**src/sv/rgl_pkg.sv**
```systemverilog
// Shared types and constants for the RSSI gate lap timer.
package rgl_pkg;

  localparam int unsigned SAMPLE_W = 10;
  localparam int unsigned RUN_W    = 16;
  localparam int unsigned TICK_W   = 32;
  localparam int unsigned COUNT_W  = 7;
  localparam int unsigned CFG_W    = 16;

  localparam logic [COUNT_W-1:0]  MAX_LAPS       = 7'd64;
  localparam logic [SAMPLE_W-1:0] THRESHOLD_INIT = 10'd512;
  localparam logic [RUN_W-1:0]    DEBOUNCE_INIT  = 16'd5000;

  // register indexes
  localparam logic REG_THRESHOLD = 1'b0;
  localparam logic REG_DEBOUNCE  = 1'b1;

  typedef struct packed {
    logic               above_mark;
    logic               race_finished;
    logic               lap_overflow;
    logic [COUNT_W-1:0] lap_count;
    logic [TICK_W-1:0]  lap_duration;
    logic               lap_flag;
    logic               lap_event;
  } result_t;

  localparam int unsigned RESULT_W = $bits(result_t);
  localparam int unsigned OUT_DATA_W = ((RESULT_W + 7) / 8) * 8;
  localparam int unsigned IN_DATA_W  = ((SAMPLE_W + 7) / 8) * 8;

endpackage

```
**src/sv/rgl_core.sv**
```systemverilog
// Lap detection state and per-sample result computation.
module rgl_core (
  input  logic                        clk,
  input  logic                        rst,
  input  logic                        cfg_we,
  input  logic                        cfg_index,
  input  logic [rgl_pkg::CFG_W-1:0]   cfg_data,
  input  logic                        accept,
  input  logic [rgl_pkg::SAMPLE_W-1:0] sample,
  output rgl_pkg::result_t            result
);

  logic [rgl_pkg::SAMPLE_W-1:0] threshold;
  logic [rgl_pkg::RUN_W-1:0]    debounce;
  logic [rgl_pkg::TICK_W-1:0]   tick_count, last_lap_tick, last_duration;
  logic [rgl_pkg::COUNT_W-1:0]  laps_seen;
  logic [rgl_pkg::RUN_W-1:0]    high_run, low_run;
  logic above_state, lap_level, finished_state, overflow_state;

  logic [rgl_pkg::TICK_W-1:0]   tick_count_next, last_lap_tick_next, last_duration_next;
  logic [rgl_pkg::COUNT_W-1:0]  laps_seen_next;
  logic [rgl_pkg::RUN_W-1:0]    high_run_next, low_run_next;
  logic above_state_next, lap_level_next, finished_state_next, overflow_state_next;
  logic lap_hit;

  always_comb begin
    tick_count_next     = tick_count + 1'b1;
    last_lap_tick_next  = last_lap_tick;
    last_duration_next  = last_duration;
    laps_seen_next      = laps_seen;
    high_run_next       = high_run;
    low_run_next        = low_run;
    above_state_next    = above_state;
    lap_level_next      = lap_level;
    finished_state_next = finished_state;
    overflow_state_next = overflow_state;
    lap_hit             = 1'b0;
    if (sample >= threshold) begin
      if (!above_state && low_run >= debounce) begin
        lap_hit            = 1'b1;
        above_state_next   = 1'b1;
        last_duration_next = tick_count_next - last_lap_tick;
        if (laps_seen < rgl_pkg::MAX_LAPS) begin
          laps_seen_next = laps_seen + 1'b1;
        end else begin
          overflow_state_next = 1'b1;
        end
        lap_level_next     = 1'b1;
        last_lap_tick_next = tick_count_next;
        high_run_next      = '0;
        low_run_next       = '0;
      end else if (above_state && high_run >= debounce) begin
        above_state_next    = 1'b0;
        finished_state_next = 1'b1;
      end else if (high_run < debounce) begin
        high_run_next = high_run + 1'b1;
      end
    end else begin
      lap_level_next   = 1'b0;
      above_state_next = 1'b0;
      high_run_next    = '0;
      if (low_run < debounce) begin
        low_run_next = low_run + 1'b1;
      end
    end
  end

  always_comb begin
    result.lap_event     = lap_hit;
    result.lap_flag      = lap_level_next;
    result.lap_duration  = last_duration_next;
    result.lap_count     = laps_seen_next;
    result.lap_overflow  = overflow_state_next;
    result.race_finished = finished_state_next;
    result.above_mark    = above_state_next;
  end

  always_ff @(posedge clk) begin
    if (rst) begin
      threshold <= rgl_pkg::THRESHOLD_INIT;
      debounce  <= rgl_pkg::DEBOUNCE_INIT;
    end else if (cfg_we) begin
      case (cfg_index)
        rgl_pkg::REG_THRESHOLD: threshold <= cfg_data[rgl_pkg::SAMPLE_W-1:0];
        rgl_pkg::REG_DEBOUNCE:  debounce  <= cfg_data[rgl_pkg::RUN_W-1:0];
        default: ;
      endcase
    end
  end

  always_ff @(posedge clk) begin
    if (rst) begin
      tick_count     <= '0;
      last_lap_tick  <= '0;
      last_duration  <= '0;
      laps_seen      <= '0;
      high_run       <= '0;
      low_run        <= '0;
      above_state    <= 1'b0;
      lap_level      <= 1'b0;
      finished_state <= 1'b0;
      overflow_state <= 1'b0;
    end else if (accept) begin
      tick_count     <= tick_count_next;
      last_lap_tick  <= last_lap_tick_next;
      last_duration  <= last_duration_next;
      laps_seen      <= laps_seen_next;
      high_run       <= high_run_next;
      low_run        <= low_run_next;
      above_state    <= above_state_next;
      lap_level      <= lap_level_next;
      finished_state <= finished_state_next;
      overflow_state <= overflow_state_next;
    end
  end

endmodule

```
**src/sv/rgl_out_buf.sv**
```systemverilog
// Two-entry result buffer between the core and the master stream.
module rgl_out_buf (
  input  logic             clk,
  input  logic             rst,
  input  logic             push,
  input  rgl_pkg::result_t din,
  output logic             ready,
  output logic             valid,
  input  logic             pop,
  output rgl_pkg::result_t dout
);

  rgl_pkg::result_t slot0, slot1;
  logic [1:0] fill;

  assign ready = (fill != 2'd2);
  assign valid = (fill != 2'd0);
  assign dout  = slot0;

  always_ff @(posedge clk) begin
    if (rst) begin
      fill <= 2'd0;
    end else begin
      case ({push, pop})
        2'b10: fill <= fill + 2'd1;
        2'b01: fill <= fill - 2'd1;
        default: ;
      endcase
    end
  end

  always_ff @(posedge clk) begin
    case ({push, pop})
      2'b10: begin
        if (fill == 2'd0) begin
          slot0 <= din;
        end else begin
          slot1 <= din;
        end
      end
      2'b01: slot0 <= slot1;
      2'b11: begin
        if (fill == 2'd1) begin
          slot0 <= din;
        end else begin
          slot0 <= slot1;
          slot1 <= din;
        end
      end
      default: ;
    endcase
  end

endmodule

```
**src/sv/rssi_gate_lap_timer_unit.sv**
```systemverilog
// Top level of the RSSI gate lap timer.
// Each request on the slave stream is one RSSI sample (one tick) and gives exactly one
// result on the master stream, in the cycle after the sample is taken at the earliest.
// A sample can be taken every cycle: the lap state is computed by combinational counter
// and compare logic, and a two-entry result buffer lets the next sample in while a result
// waits. The input stalls only when both buffer entries are held. Configuration writes
// are taken at any time but should be made only while the block is idle.
module rssi_gate_lap_timer_unit (
  input  logic                           clk,
  input  logic                           rst,
  input  logic                           cfg_we,
  input  logic                           cfg_index,
  input  logic [rgl_pkg::CFG_W-1:0]      cfg_data,
  input  logic                           s_tvalid,
  output logic                           s_tready,
  input  logic [rgl_pkg::IN_DATA_W-1:0]  s_tdata,   // [9:0] rssi_sample
  output logic                           m_tvalid,
  input  logic                           m_tready,
  // [0] lap_event, [1] lap_flag, [33:2] lap_duration, [40:34] lap_count,
  // [41] lap_overflow, [42] race_finished, [43] above_mark
  output logic [rgl_pkg::OUT_DATA_W-1:0] m_tdata
);

  rgl_pkg::result_t core_res, buf_res;
  logic accept;

  assign accept = s_tvalid && s_tready;

  rgl_core u_core (
    .clk       (clk),
    .rst       (rst),
    .cfg_we    (cfg_we),
    .cfg_index (cfg_index),
    .cfg_data  (cfg_data),
    .accept    (accept),
    .sample    (s_tdata[rgl_pkg::SAMPLE_W-1:0]),
    .result    (core_res)
  );

  rgl_out_buf u_out_buf (
    .clk   (clk),
    .rst   (rst),
    .push  (accept),
    .din   (core_res),
    .ready (s_tready),
    .valid (m_tvalid),
    .pop   (m_tvalid && m_tready),
    .dout  (buf_res)
  );

  assign m_tdata = {{(rgl_pkg::OUT_DATA_W - rgl_pkg::RESULT_W){1'b0}}, buf_res};

  a_lap_marks: assert property (@(posedge clk) disable iff (rst)
    accept && core_res.lap_event |-> core_res.lap_flag && core_res.above_mark)
    else $error("lap without flag and mark");

  a_count_bound: assert property (@(posedge clk) disable iff (rst)
    accept |-> core_res.lap_count <= rgl_pkg::MAX_LAPS)
    else $error("lap count above limit");

  a_overflow_sticky: assert property (@(posedge clk) disable iff (rst)
    accept && core_res.lap_overflow ##1 accept |-> core_res.lap_overflow)
    else $error("overflow flag cleared");

  a_finish_sticky: assert property (@(posedge clk) disable iff (rst)
    accept && core_res.race_finished ##1 accept |-> core_res.race_finished)
    else $error("finish flag cleared");

endmodule

```
**config.mk**
```make
export PLATFORM = sky130hd
export DESIGN_NAME = rssi_gate_lap_timer_unit
export DESIGN_NICKNAME = d
export VERILOG_FILES = /design/src/sv/rgl_pkg.sv /design/src/sv/rgl_core.sv /design/src/sv/rgl_out_buf.sv /design/src/sv/rssi_gate_lap_timer_unit.sv
export SDC_FILE = /design/constraint.sdc
export NUM_CORES = 1
export LEC_CHECK = 0
export CORE_MARGIN = 5
export CORE_UTILIZATION = 51
export CTS_CLUSTER_SIZE = 10
export DETAILED_ROUTE_END_ITERATION = 12
export DONT_BUFFER_PORTS = 1
export HOLD_SLACK_MARGIN = 0.05
export PLACE_DENSITY = 0.71
export SKIP_LAST_GASP = 1
export SYNTH_ARGS = -nofsm -noshare
export SYNTH_HDL_FRONTEND = slang
export SYNTH_SLANG_ARGS = --single-unit
```
**constraint.sdc**
```tcl
create_clock -name clk -period 4.9 [get_ports clk]
set_input_delay 0 -clock clk [delete_from_list [all_inputs] [get_ports clk]]
set_output_delay 0 -clock clk [all_outputs]
set_load 0.005 [all_outputs]
```
Word-level counts from Yosys, hierarchy flattened
Index checks and enable logic that the tools add are counted.
{"block": "word_totals", "ff_bits": 255, "input_bits": 38, "output_inout_bits": 50}
{"block": "op_classes", "addsub": 7, "magnitude_cmp": 6, "n_eq_ne": 11, "muxes": 32, "n_bitwise": 1, "n_reduce_logical": 18}
{"cell": "$mux 44", "count": 4}
{"cell": "$pmux 44 s3", "count": 1}
{"cell": "$mux 16", "count": 7}
{"cell": "$pmux 44 s2", "count": 1}
{"cell": "$mux 32", "count": 2}
{"cell": "$add 16x1->16 const B", "count": 2}
{"cell": "$add 32x1->32 const B", "count": 1}
{"cell": "$ge 16x16->1", "count": 2}
{"cell": "$lt 16x16->1", "count": 2}
{"cell": "$sub 32x32->32", "count": 1}
{"cell": "$mux 7", "count": 3}
{"cell": "$mux 1", "count": 13}
{"cell": "$reduce_and 3->1", "count": 4}
{"cell": "$ge 10x10->1", "count": 1}
{"cell": "$ne 2x2->1 const B", "count": 4}
{"cell": "$reduce_bool 2->1", "count": 4}
{"cell": "$add 7x1->7 const B", "count": 1}
{"cell": "$lt 7x7->1 const B", "count": 1}
{"cell": "$ne 3x3->1 const B", "count": 2}
{"cell": "$reduce_and 2->1", "count": 3}
{"cell": "$eq 2x1->1 const B", "count": 2}
{"cell": "$eq 2x2->1 const B", "count": 2}
{"cell": "$logic_and 1x1->1", "count": 4}
{"cell": "$pmux 2 s2", "count": 1}
{"cell": "7 further kinds", "count": 7}

Depth between registers and ports, before layout
Gate-level depths: netlist (run 1).
{"block": "depth", "ltp_word": 7, "mapped_depth": 18, "mapped_depth_nobuf": 16}

Cells and area by module
A second synthesis (run 1) with hierarchy kept.
{"block": "hier_totals", "cells_unflattened": 1652, "area_unflattened_um2": 14779.2}
{"mod": "rgl_core", "instances": 1, "cells_each": 1335, "area_each_um2": 10412.5}
{"mod": "rgl_out_buf", "instances": 1, "cells_each": 310, "area_each_um2": 4320.4}
{"mod": "rssi_gate_lap_timer_unit", "instances": 1, "cells_each": 7, "area_each_um2": 46.3}

Least setup slack after synthesis (run 1)
Ideal clock, no wire load.
{"block": "synth_path", "kind": "reg2reg", "start": "register u_out_buf.fill[0]", "end": "register u_out_buf.slot0 (netlist bit u_out_buf.dout[0]), enable pin", "setup_time_ns": 0.506, "arrival_ns": 4.279, "required_ns": 4.394, "path_slack_ns": 0.115, "stages_incl_launch_ff": 8, "path_buffers": 2, "path_cell_list": "dfxtp_1 inv_1 ha_1 inv_1 nand2_1 clkbuf_1 clkbuf_1 o21ai_0"}
{"block": "synth_between", "elab_chain_cells": 5, "elab_cells_between_ends": 11, "cone_classes": "5 x eq/ne; 6 x reduce/logical"}
{"element": "from (decl)", "line_no": "rgl_out_buf.sv:14", "source": "logic [1:0] fill;"}
{"element": "from (signal assigned)", "line_no": "rgl_out_buf.sv:25", "source": "2'b10: fill <= fill + 2'd1;"}
{"element": "from (signal assigned)", "line_no": "rgl_out_buf.sv:26", "source": "2'b01: fill <= fill - 2'd1;"}
{"element": "$ne 2x2->1 (*)", "line_no": "rgl_out_buf.sv:16", "source": "assign ready = (fill != 2'd2);"}
{"element": "named net s_tready", "line_no": "rssi_gate_lap_timer_unit.sv:15", "source": "output logic s_tready,"}
{"element": "$logic_and 1x1->1 (*)", "line_no": "rssi_gate_lap_timer_unit.sv:27", "source": "assign accept = s_tvalid && s_tready;"}
{"element": "$eq 2x2->1 / $eq 2x1->1 (equally long branches)", "line_no": "rgl_out_buf.sv:33", "source": "case ({push, pop})"}
{"element": "$ne 2x1->1 (no source line) / $reduce_bool 3->1 (equally long branches)"}
{"element": "$reduce_and 2->1 (no source line) (*)"}
{"element": "to (signal assigned)", "line_no": "rgl_out_buf.sv:36", "source": "slot0 <= din;"}
{"element": "to (signal assigned)", "line_no": "rgl_out_buf.sv:41", "source": "2'b01: slot0 <= slot1;"}
{"element": "to (signal assigned)", "line_no": "rgl_out_buf.sv:44", "source": "slot0 <= din;"}
{"element": "to (decl)", "line_no": "rgl_out_buf.sv:13", "source": "rgl_pkg::result_t slot0, slot1;"}
Mark *: on every way through the listed nets, which the timed path passes. The rest lies on a longest branch.
A chain may end at the register's enable or synchronous reset.

Worst setup path in the final report (run 1)
{"block": "layout_path", "start": "register u_core.tick_count[0] (netlist name)", "end": "register u_out_buf.slot0 (netlist bit u_out_buf.dout[31]), data pin"}
{"block": "layout_between", "elab_chain_cells": 6, "elab_cells_between_ends": 7, "cone_classes": "2 x add/sub; 5 x mux"}
{"element": "from (decl)", "line_no": "rgl_core.sv:15", "source": "logic [rgl_pkg::TICK_W-1:0] tick_count, last_lap_tick, last_duration;"}
{"element": "from (signal assigned)", "line_no": "rgl_core.sv:104", "source": "tick_count <= tick_count_next;"}
{"element": "$add 32x1->32 (*)", "line_no": "rgl_core.sv:27", "source": "tick_count_next = tick_count + 1'b1;"}
{"element": "named net u_core.tick_count_next, one bit", "line_no": "rgl_core.sv:20", "source": "logic [rgl_pkg::TICK_W-1:0] tick_count_next, last_lap_tick_next, last_duration_next;"}
{"element": "$sub 32x32->32 (*)", "line_no": "rgl_core.sv:42", "source": "last_duration_next = tick_count_next - last_lap_tick;"}
{"element": "$mux 32 (*)", "line_no": "rgl_core.sv:39", "source": "if (!above_state && low_run >= debounce) begin"}
{"element": "$mux 32 (*)", "line_no": "rgl_core.sv:38", "source": "if (sample >= threshold) begin"}
{"element": "$mux 44, on equally long branches", "line_no": "rgl_out_buf.sv:43, rgl_out_buf.sv:35"}
{"element": "$pmux 44 s3 (*)", "line_no": "rgl_out_buf.sv:33"}
{"element": "to (signal assigned)", "line_no": "rgl_out_buf.sv:36"}
{"element": "to (signal assigned)", "line_no": "rgl_out_buf.sv:44"}
{"element": "to (signal assigned)", "line_no": "rgl_out_buf.sv:46", "source": "slot0 <= slot1;"}
Mark *: on every way through the listed nets, which the timed path passes. The rest lies on a longest branch. The select of a mux whose other input is x is not followed.

==> flow_metrics.tcl, run 1 <==
set metrics [dict create \
    portBuffers 0 \
    coreArea_um2 26700 \
    postPlaceCellArea_um2 14000 \
    path_delay_family "simple AND/OR/NAND/NOR gates" \
    synth.avg_cell_area_um2 8.84 \
    synth_warnings 0 \
    synthMuxAreaShare_pct 1.43 \
    crit_required_ps 5200 \
    fin_crit_ps 4500 \
    grt_util_all_layers_pct 19.9 \
    fmax_ghz 0.222 \
    hp-class "input pin to flip-flop" \
    synth_fa_ha_area_share_pct 7.71 \
    setup_violations 0 \
    wire_per_inst_um 16.0 \
    r2r_start "u_core.tick_count[0]$_SDFFE_PP0P_" \
    start_kind "flip-flop" \
    worstHoldStart "rst" \
    final_cell_area_um2 15300 \
    cts-root-buf "clkbuf_16" \
    total_power_uw 5540 \
    fin_hold_ws_ps 73.9 \
    cap_violations 0 \
    status "completed" \
    synth_cell_types 70 \
    areaGrowthSynthToFinish_pct 11.6 \
    wl_mm 30.9 \
    die_w_um 174 \
    diodes 0 \
    hpwl_mm 21.0 \
    path_max_fanout 9 \
    syn_inst 1554 \
    final_max_slew_viol_count 0 \
    slowest_delay_ps 450 \
    synthSimpleGateAreaFrac_pct 19.0 \
    crit_path_cell_trace "ha_1 -> nand3_1 -> nor4_1 -> and4_1 -> nand2_1 -> nor3_1 -> xor2_1 -> ha_1 -> a21oi_1 -> o21ai_0 -> nand3_1 -> a21oi_1 -> or3_1 -> a21o_1 -> xnor2_1 -> o21ai_0" \
    yosysTopAreaCell "dfxtp_1" \
    io_pins 88 \
    rows 60 \
    slew_headroom_pct 37.8 \
    hold_end "u_core.debounce[9]$_SDFFE_PP1P_" \
    drc 0 \
    clock_sinks 255 \
    htreeDepth 1 \
    setup.worst_path.class "flip-flop to flip-flop" \
    nets 1687 \
    cts_tree "yes" \
    synth_top_cells_by_count "237 x nand2_1, 167 x dfxtp_1, 127 x nor2_1, 122 x a21oi_1, 88 x edfxtp_1" \
    cts_made_buffers 30 \
    grt_pass1_vias 10400 \
    synth_top_family_by_area "simple AND/OR/NAND/NOR gates" \
    detail_route.iter0.violations 515 \
    tns_ps 0 \
    cts_resized 0 \
    synth_async_sr_flop_share_pct 0 \
    viasPerCell 5.76 \
    tightest_slew_ps 926 \
    die_area_um2 30300 \
    powerDensity_nw_per_um2 361 \
    r2r_cells 16 \
    antenna_left 0 \
    rrSetupSlack_ps 400 \
    synth_top_area_share_pct 24.3 \
    gr-total-overflow 0 \
    drive_above_1_share_pct 5.37 \
    finalHoldViolCount 0 \
    post-route-period-util_pct 91.9 \
    grt_pass1_wl_mm 51.4 \
    synth_compound_area_share_pct 16.8 \
    ir_drop_mv 0.285 \
    p_leak_uw 0.00599 \
    clk_pin_slew_ps 60 \
    antenna_found_initial 1 \
    yosysSeqAreaShare_pct 43.6 \
    dieHeight_um 174 \
    clock_path_buffers 3 \
    worstSetupEndpointType "flip-flop" \
    start_util_pct 51.4 \
    slowest_stage "dfxtp_1" \
    fin_skew_ps 32.1 \
    post_cts_buffers 0 \
    holdPathStages 2 \
    reg2reg_to "u_out_buf.dout[31]$_DFFE_PP_" \
    place_congestion 0.834 \
    rsz0062_at_grt "no" \
    worst_skew_pair.late_latency_ps 570 \
    dominantRegCellSynth "dfxtp_1" \
    synth.area.top_cells "dfxtp_1 24%, edfxtp_1 19%, ha_1 7.6%, nand2_1 6.5%, a21oi_1 4.4%" \
    yosys.area_share.xor_xnor_pct 6.57 \
    synth_area_um2 13700 \
    synth.most_common_cell "nand2_1" \
    crit_buf_inv 0 \
    drt-pass1-iter-count 5 \
    via_count 11100 \
    worstPathArrival_ps 4800 \
    ys_ff_latch 255 \
    grt_max_degree 129 \
    synth_edf_count 88 \
]
[cell type report]
type                    count  area, um^2
repair buffers             61         586
fillers                  2338       11400
well taps                 341         427
multi-input cells        1130        7130
inverters                  87         327
flip-flops and latches    255        5990
clock inverters             3        42.5
clock buffers              48         838
[flip-flops by register name (all words and copies together) (netlist names), 16 cells and up]
| name | count |
|---|---|
| u_core.last_duration | 32 |
| u_core.low_run | 16 |
| u_out_buf.slot1 | 44 |
| u_core.debounce | 16 |
| u_out_buf.dout | 44 |
| u_core.last_lap_tick | 32 |
| u_core.high_run | 16 |
| u_core.tick_count | 32 |
[metrics by stage]
| stage | utilization [%] | cells | setup WS (ps) |
|---|---|---|---|
| after floorplan | - | 1557 | 115 |
| after global placement | 52.4 | 1830 | 663 |
| after detailed placement | 52.4 | 1830 | 496 |
| after CTS | 57.4 | 1925 | 518 |
| after global routing | 57.4 | 1925 | 59.2 |
| final | 57.4 | 1925 | 398 |
[cell usage in the layout, fill, tap and decap left out, types with 43 or more instances in the layout]
master,instances
dfxtp_1,167
dlygate4sd3_1,43
edfxtp_1,88
xor2_1,50
nand2_1,237
o21ai_0,58
ha_1,83
nor2_1,126
xnor2_1,53
inv_1,87
a21oi_1,121
[how the worst max path moves through the flow]
| stage | start | end | slack [ps] | cells past startpoint |
|---|---|---|---|---|
| floorplan | u_out_buf.fill[0]$_SDFFE_PP0P_ | u_out_buf.dout[0]$_DFFE_PP_ | 120 | 7 |
| global placement | u_core.tick_count[0]$_SDFFE_PP0P_ | u_out_buf.dout[31]$_DFFE_PP_ | 660 | 16 |
| detailed placement | u_core.tick_count[0]$_SDFFE_PP0P_ | u_out_buf.dout[31]$_DFFE_PP_ | 500 | 16 |
| CTS | u_core.tick_count[0]$_SDFFE_PP0P_ | u_out_buf.dout[31]$_DFFE_PP_ | 520 | 16 |
| global route | u_core.tick_count[0]$_SDFFE_PP0P_ | u_out_buf.dout[31]$_DFFE_PP_ | 60 | 16 |
| finish | u_core.tick_count[0]$_SDFFE_PP0P_ | u_out_buf.dout[31]$_DFFE_PP_ | 400 | 16 |
[metal layers]
metal  up-vias  track usage (%)  wire length, um
li1       5514                -                -
met1      5197             26.3            13900
met2       299             33.6            14600
met3        77             3.02             1360
met4         2             6.66              962
met5         -                0               13
[report_power, final]
| part | internal, uW | switching (uW) |
|---|---|---|
| combinational | 262 | 557 |
| sequential | 2590 | 129 |
| clock | 1160 | 839 |
[worst register-to-register path: stages, from the launching register on]
cell	delay, ps
dfxtp_1	450
ha_1	250
nand3_1	130
nor4_1	360
and4_1	370
nand2_1	240
nor3_1	240
xor2_1	220
ha_1	330
a21oi_1	330
o21ai_0	180
nand3_1	120
a21oi_1	70
or3_1	350
a21o_1	180
xnor2_1	280
o21ai_0	160
[timing repair]
item / 4_1_cts / 5_1_grt
hold buffers: 44 / 0
endpoints found under the hold margin: 149 / 0
setup endpoints to repair: 0 / 0
[cells by family after synthesis]
family	after synthesis
other	1
multiplexers	18
XOR/XNOR	103
AO/OA/AOI/OAI	356
flip-flops	255
AND/OR/NAND/NOR	565
adder cells (fa/ha/maj)	84
buffers and inverters	172
Power figures use the tool's default switching activity.
==> run 2: changes to the inputs <==
Settings changed: SYNTH_HIERARCHICAL set to 1.
==> flow_metrics.tcl, run 2 <==
set metrics [dict create \
    die_w_um 180 \
    status "completed" \
    post_cts_buffers 0 \
    cts-root-buf "clkbuf_16" \
    synth_async_sr_flop_share_pct 0 \
    powerDensity_nw_per_um2 374 \
    ys_ff_latch 255 \
    portBuffers 0 \
    synth.avg_cell_area_um2 8.95 \
    grt_util_all_layers_pct 19.5 \
    fin_crit_ps 4500 \
    crit_required_ps 5190 \
    synth_cell_types 82 \
    dp_slack_ps 253 \
    detail_route.iter0.violations 967 \
    hp-class "input pin to flip-flop" \
    dominantRegCellSynth "dfxtp_1" \
    die_area_um2 32500 \
    io_pins 88 \
    wl_mm 33.4 \
    synth.area.top_cells "dfxtp_1 23%, edfxtp_1 18%, nand2_1 8.0%, ha_1 7.1%, mux2_4 4.0%" \
    yosysSeqAreaShare_pct 40.5 \
    areaGrowthSynthToFinish_pct 9.18 \
    final.setup.worst_slack_ps 395 \
    clk_pin_slew_ps 60 \
    syn_inst 1652 \
    grt_pass1_vias 10900 \
    synth_edf_count 88 \
    hpwl_mm 22.3 \
    wire_per_inst_um 16.3 \
    nets 1766 \
    worstPathArrival_ps 4790 \
    seq_area_um2 5990 \
    start_util_pct 51.6 \
    post-route-period-util_pct 91.9 \
    cts_made_buffers 29 \
    drive_above_1_share_pct 8.20 \
    synth.most_common_cell "nand2_1" \
    synth_area_um2 14800 \
    grt_pass1_wl_mm 54.6 \
    fmax_ghz 0.222 \
    via_count 11600 \
    worstSetupEndpointType "flip-flop" \
    worst_skew_pair.late_latency_ps 530 \
    clock_sinks 255 \
    start_kind "flip-flop" \
    cap_violations 0 \
    p_leak_uw 0.00668 \
    synth_top_area_share_pct 22.6 \
    setup.worst_path.class "flip-flop to flip-flop" \
    place_congestion 0.841 \
    finalHoldViolCount 0 \
    dieHeight_um 180 \
    clock_path_buffers 3 \
    rows 62 \
    cts_tree "yes" \
    setup_violations 0 \
    drc 0 \
    ir_drop_mv 0.251 \
    gr-total-overflow 0 \
    final_max_slew_viol_count 0 \
    antenna_left 0 \
    n_fill_cell 2463 \
    grt_max_degree 134 \
    htreeDepth 1 \
    drt-pass1-iter-count 5 \
    path_max_fanout 6 \
    layout_commonest_cell "nand2_1" \
    synth_warnings 6 \
    antenna_found_initial 2 \
    tns_ps 0 \
    multi_input_area_um2 8050 \
    synth_top_cells_by_count "314 x nand2_1, 167 x dfxtp_1, 135 x nor2_1, 88 x edfxtp_1, 84 x ha_1" \
    yosysTopAreaCell "dfxtp_1" \
    rsz0062_at_grt "no" \
    tightest_slew_ps 935 \
    fin_skew_ps 10.1 \
    viasPerCell 5.68 \
    slew_headroom_pct 37.5 \
    coreArea_um2 28600 \
    final_cell_mix "314 x nand2_1, 166 x dfxtp_1, 134 x nor2_1" \
]
## run 2: changes by cell type in the layout (fill, tap and decap cells not counted), moves of 13 or more
cell / before / now
a22o_1: 31 / 0
inv_1: 87 / 74
a21oi_1: 121 / 80
a22oi_1: 0 / 45
and3_1: 11 / 27
or3_1: 21 / 6
nand2_1: 237 / 314
mux2_4: 0 / 39
## run 2: report_power, final
| group | switching [uW] | internal [uW] | leakage [uW] | total, uW |
|---|---|---|---|---|
| clock | 794 | 1090 | 0.000379 | 1880 |
| combinational | 776 | 534 | 0.00408 | 1310 |
| sequential | 192 | 2650 | 0.00223 | 2840 |
| total | 1760 | 4270 | 0.00668 | 6030 |
## run 2: cells by family after synthesis
| family | share of synthesized area [%] |
|---|---|
| compound gates | 15.5 |
| xor+xnor | 6.89 |
| fa+ha+maj | 7.25 |
| buf+inv | 5.55 |
| flops | 40.5 |
| mux | 4.62 |
| other cells | 0.0254 |
| simple gates | 19.6 |
## run 2: path summary, 6_finish.rpt
path	startpoint	end	slack [ps]	cells after the start
setup / recovery	u_core/tick_count[2]$_SDFFE_PP0P_	u_out_buf/dout[32]$_DFFE_PP_	400	19
hold / removal	s_tvalid	u_out_buf/fill[1]$_SDFFE_PP0P_	60	4
setup reg to reg	u_core/tick_count[2]$_SDFFE_PP0P_	u_out_buf/dout[32]$_DFFE_PP_	400	19
hold reg to reg	u_core/last_duration[1]$_SDFFE_PP0P_	u_core/last_duration[1]$_SDFFE_PP0P_	450	2
## run 2: metrics by stage
stage	instance area, um^2	total power (uW)	util [%]	instances	hold WS (ps)
6_report	16100	6030	56.4	2045	59.1
3_5_place_dp	14900	4140	52.0	1956	81.2
2_1_floorplan	14800	3880	-	1655	72.4
3_3_place_gp	14900	4090	52.0	1956	79.3
4_1_cts	16100	6070	56.3	2043	51.5
5_1_grt	16100	6310	56.4	2045	97.2
## run 2: layout make-up
class                           count  area share [%]
Inverter                           75            1.74
Tap cell                          384            2.98
Antenna cell                        2          0.0310
Multi-Input combinational cell   1226            49.9
Clock buffer                       47            4.92
Timing Repair Buffer               56            3.33
Sequential cell                   255            37.1
## run 2: worst max-delay path, cell delays in order (launching register included)
cell      delay [ps]
dfxtp_1          390
and3_4           250
nand4_4          170
nor4_2           320
and3_1           300
and3_4           250
xor2_1           240
ha_1             350
a21oi_2          210
nor2b_1           70
o21a_1           180
o311ai_0         370
a41oi_1          220
a41oi_1          290
xnor2_1          110
nand2_1           70
nand2_1           90
mux2_2           280
nand2_1           60
nand2_1           50
## run 2: layer usage
layer	part of all wire, %	global-route usage, %	up-vias
met5	0	0	-
met4	2.8	6.29	0
met3	4.9	3.07	70
met2	45	31.6	290
met1	47	26.9	5500
li1	-	-	5746
## run 2: what timing repair did
action / CTS / global route
hold buffers: 40 / 0
setup endpoints to repair: 0 / 11
resized for setup: 0 / 8
endpoints found under the hold margin: 141 / 0
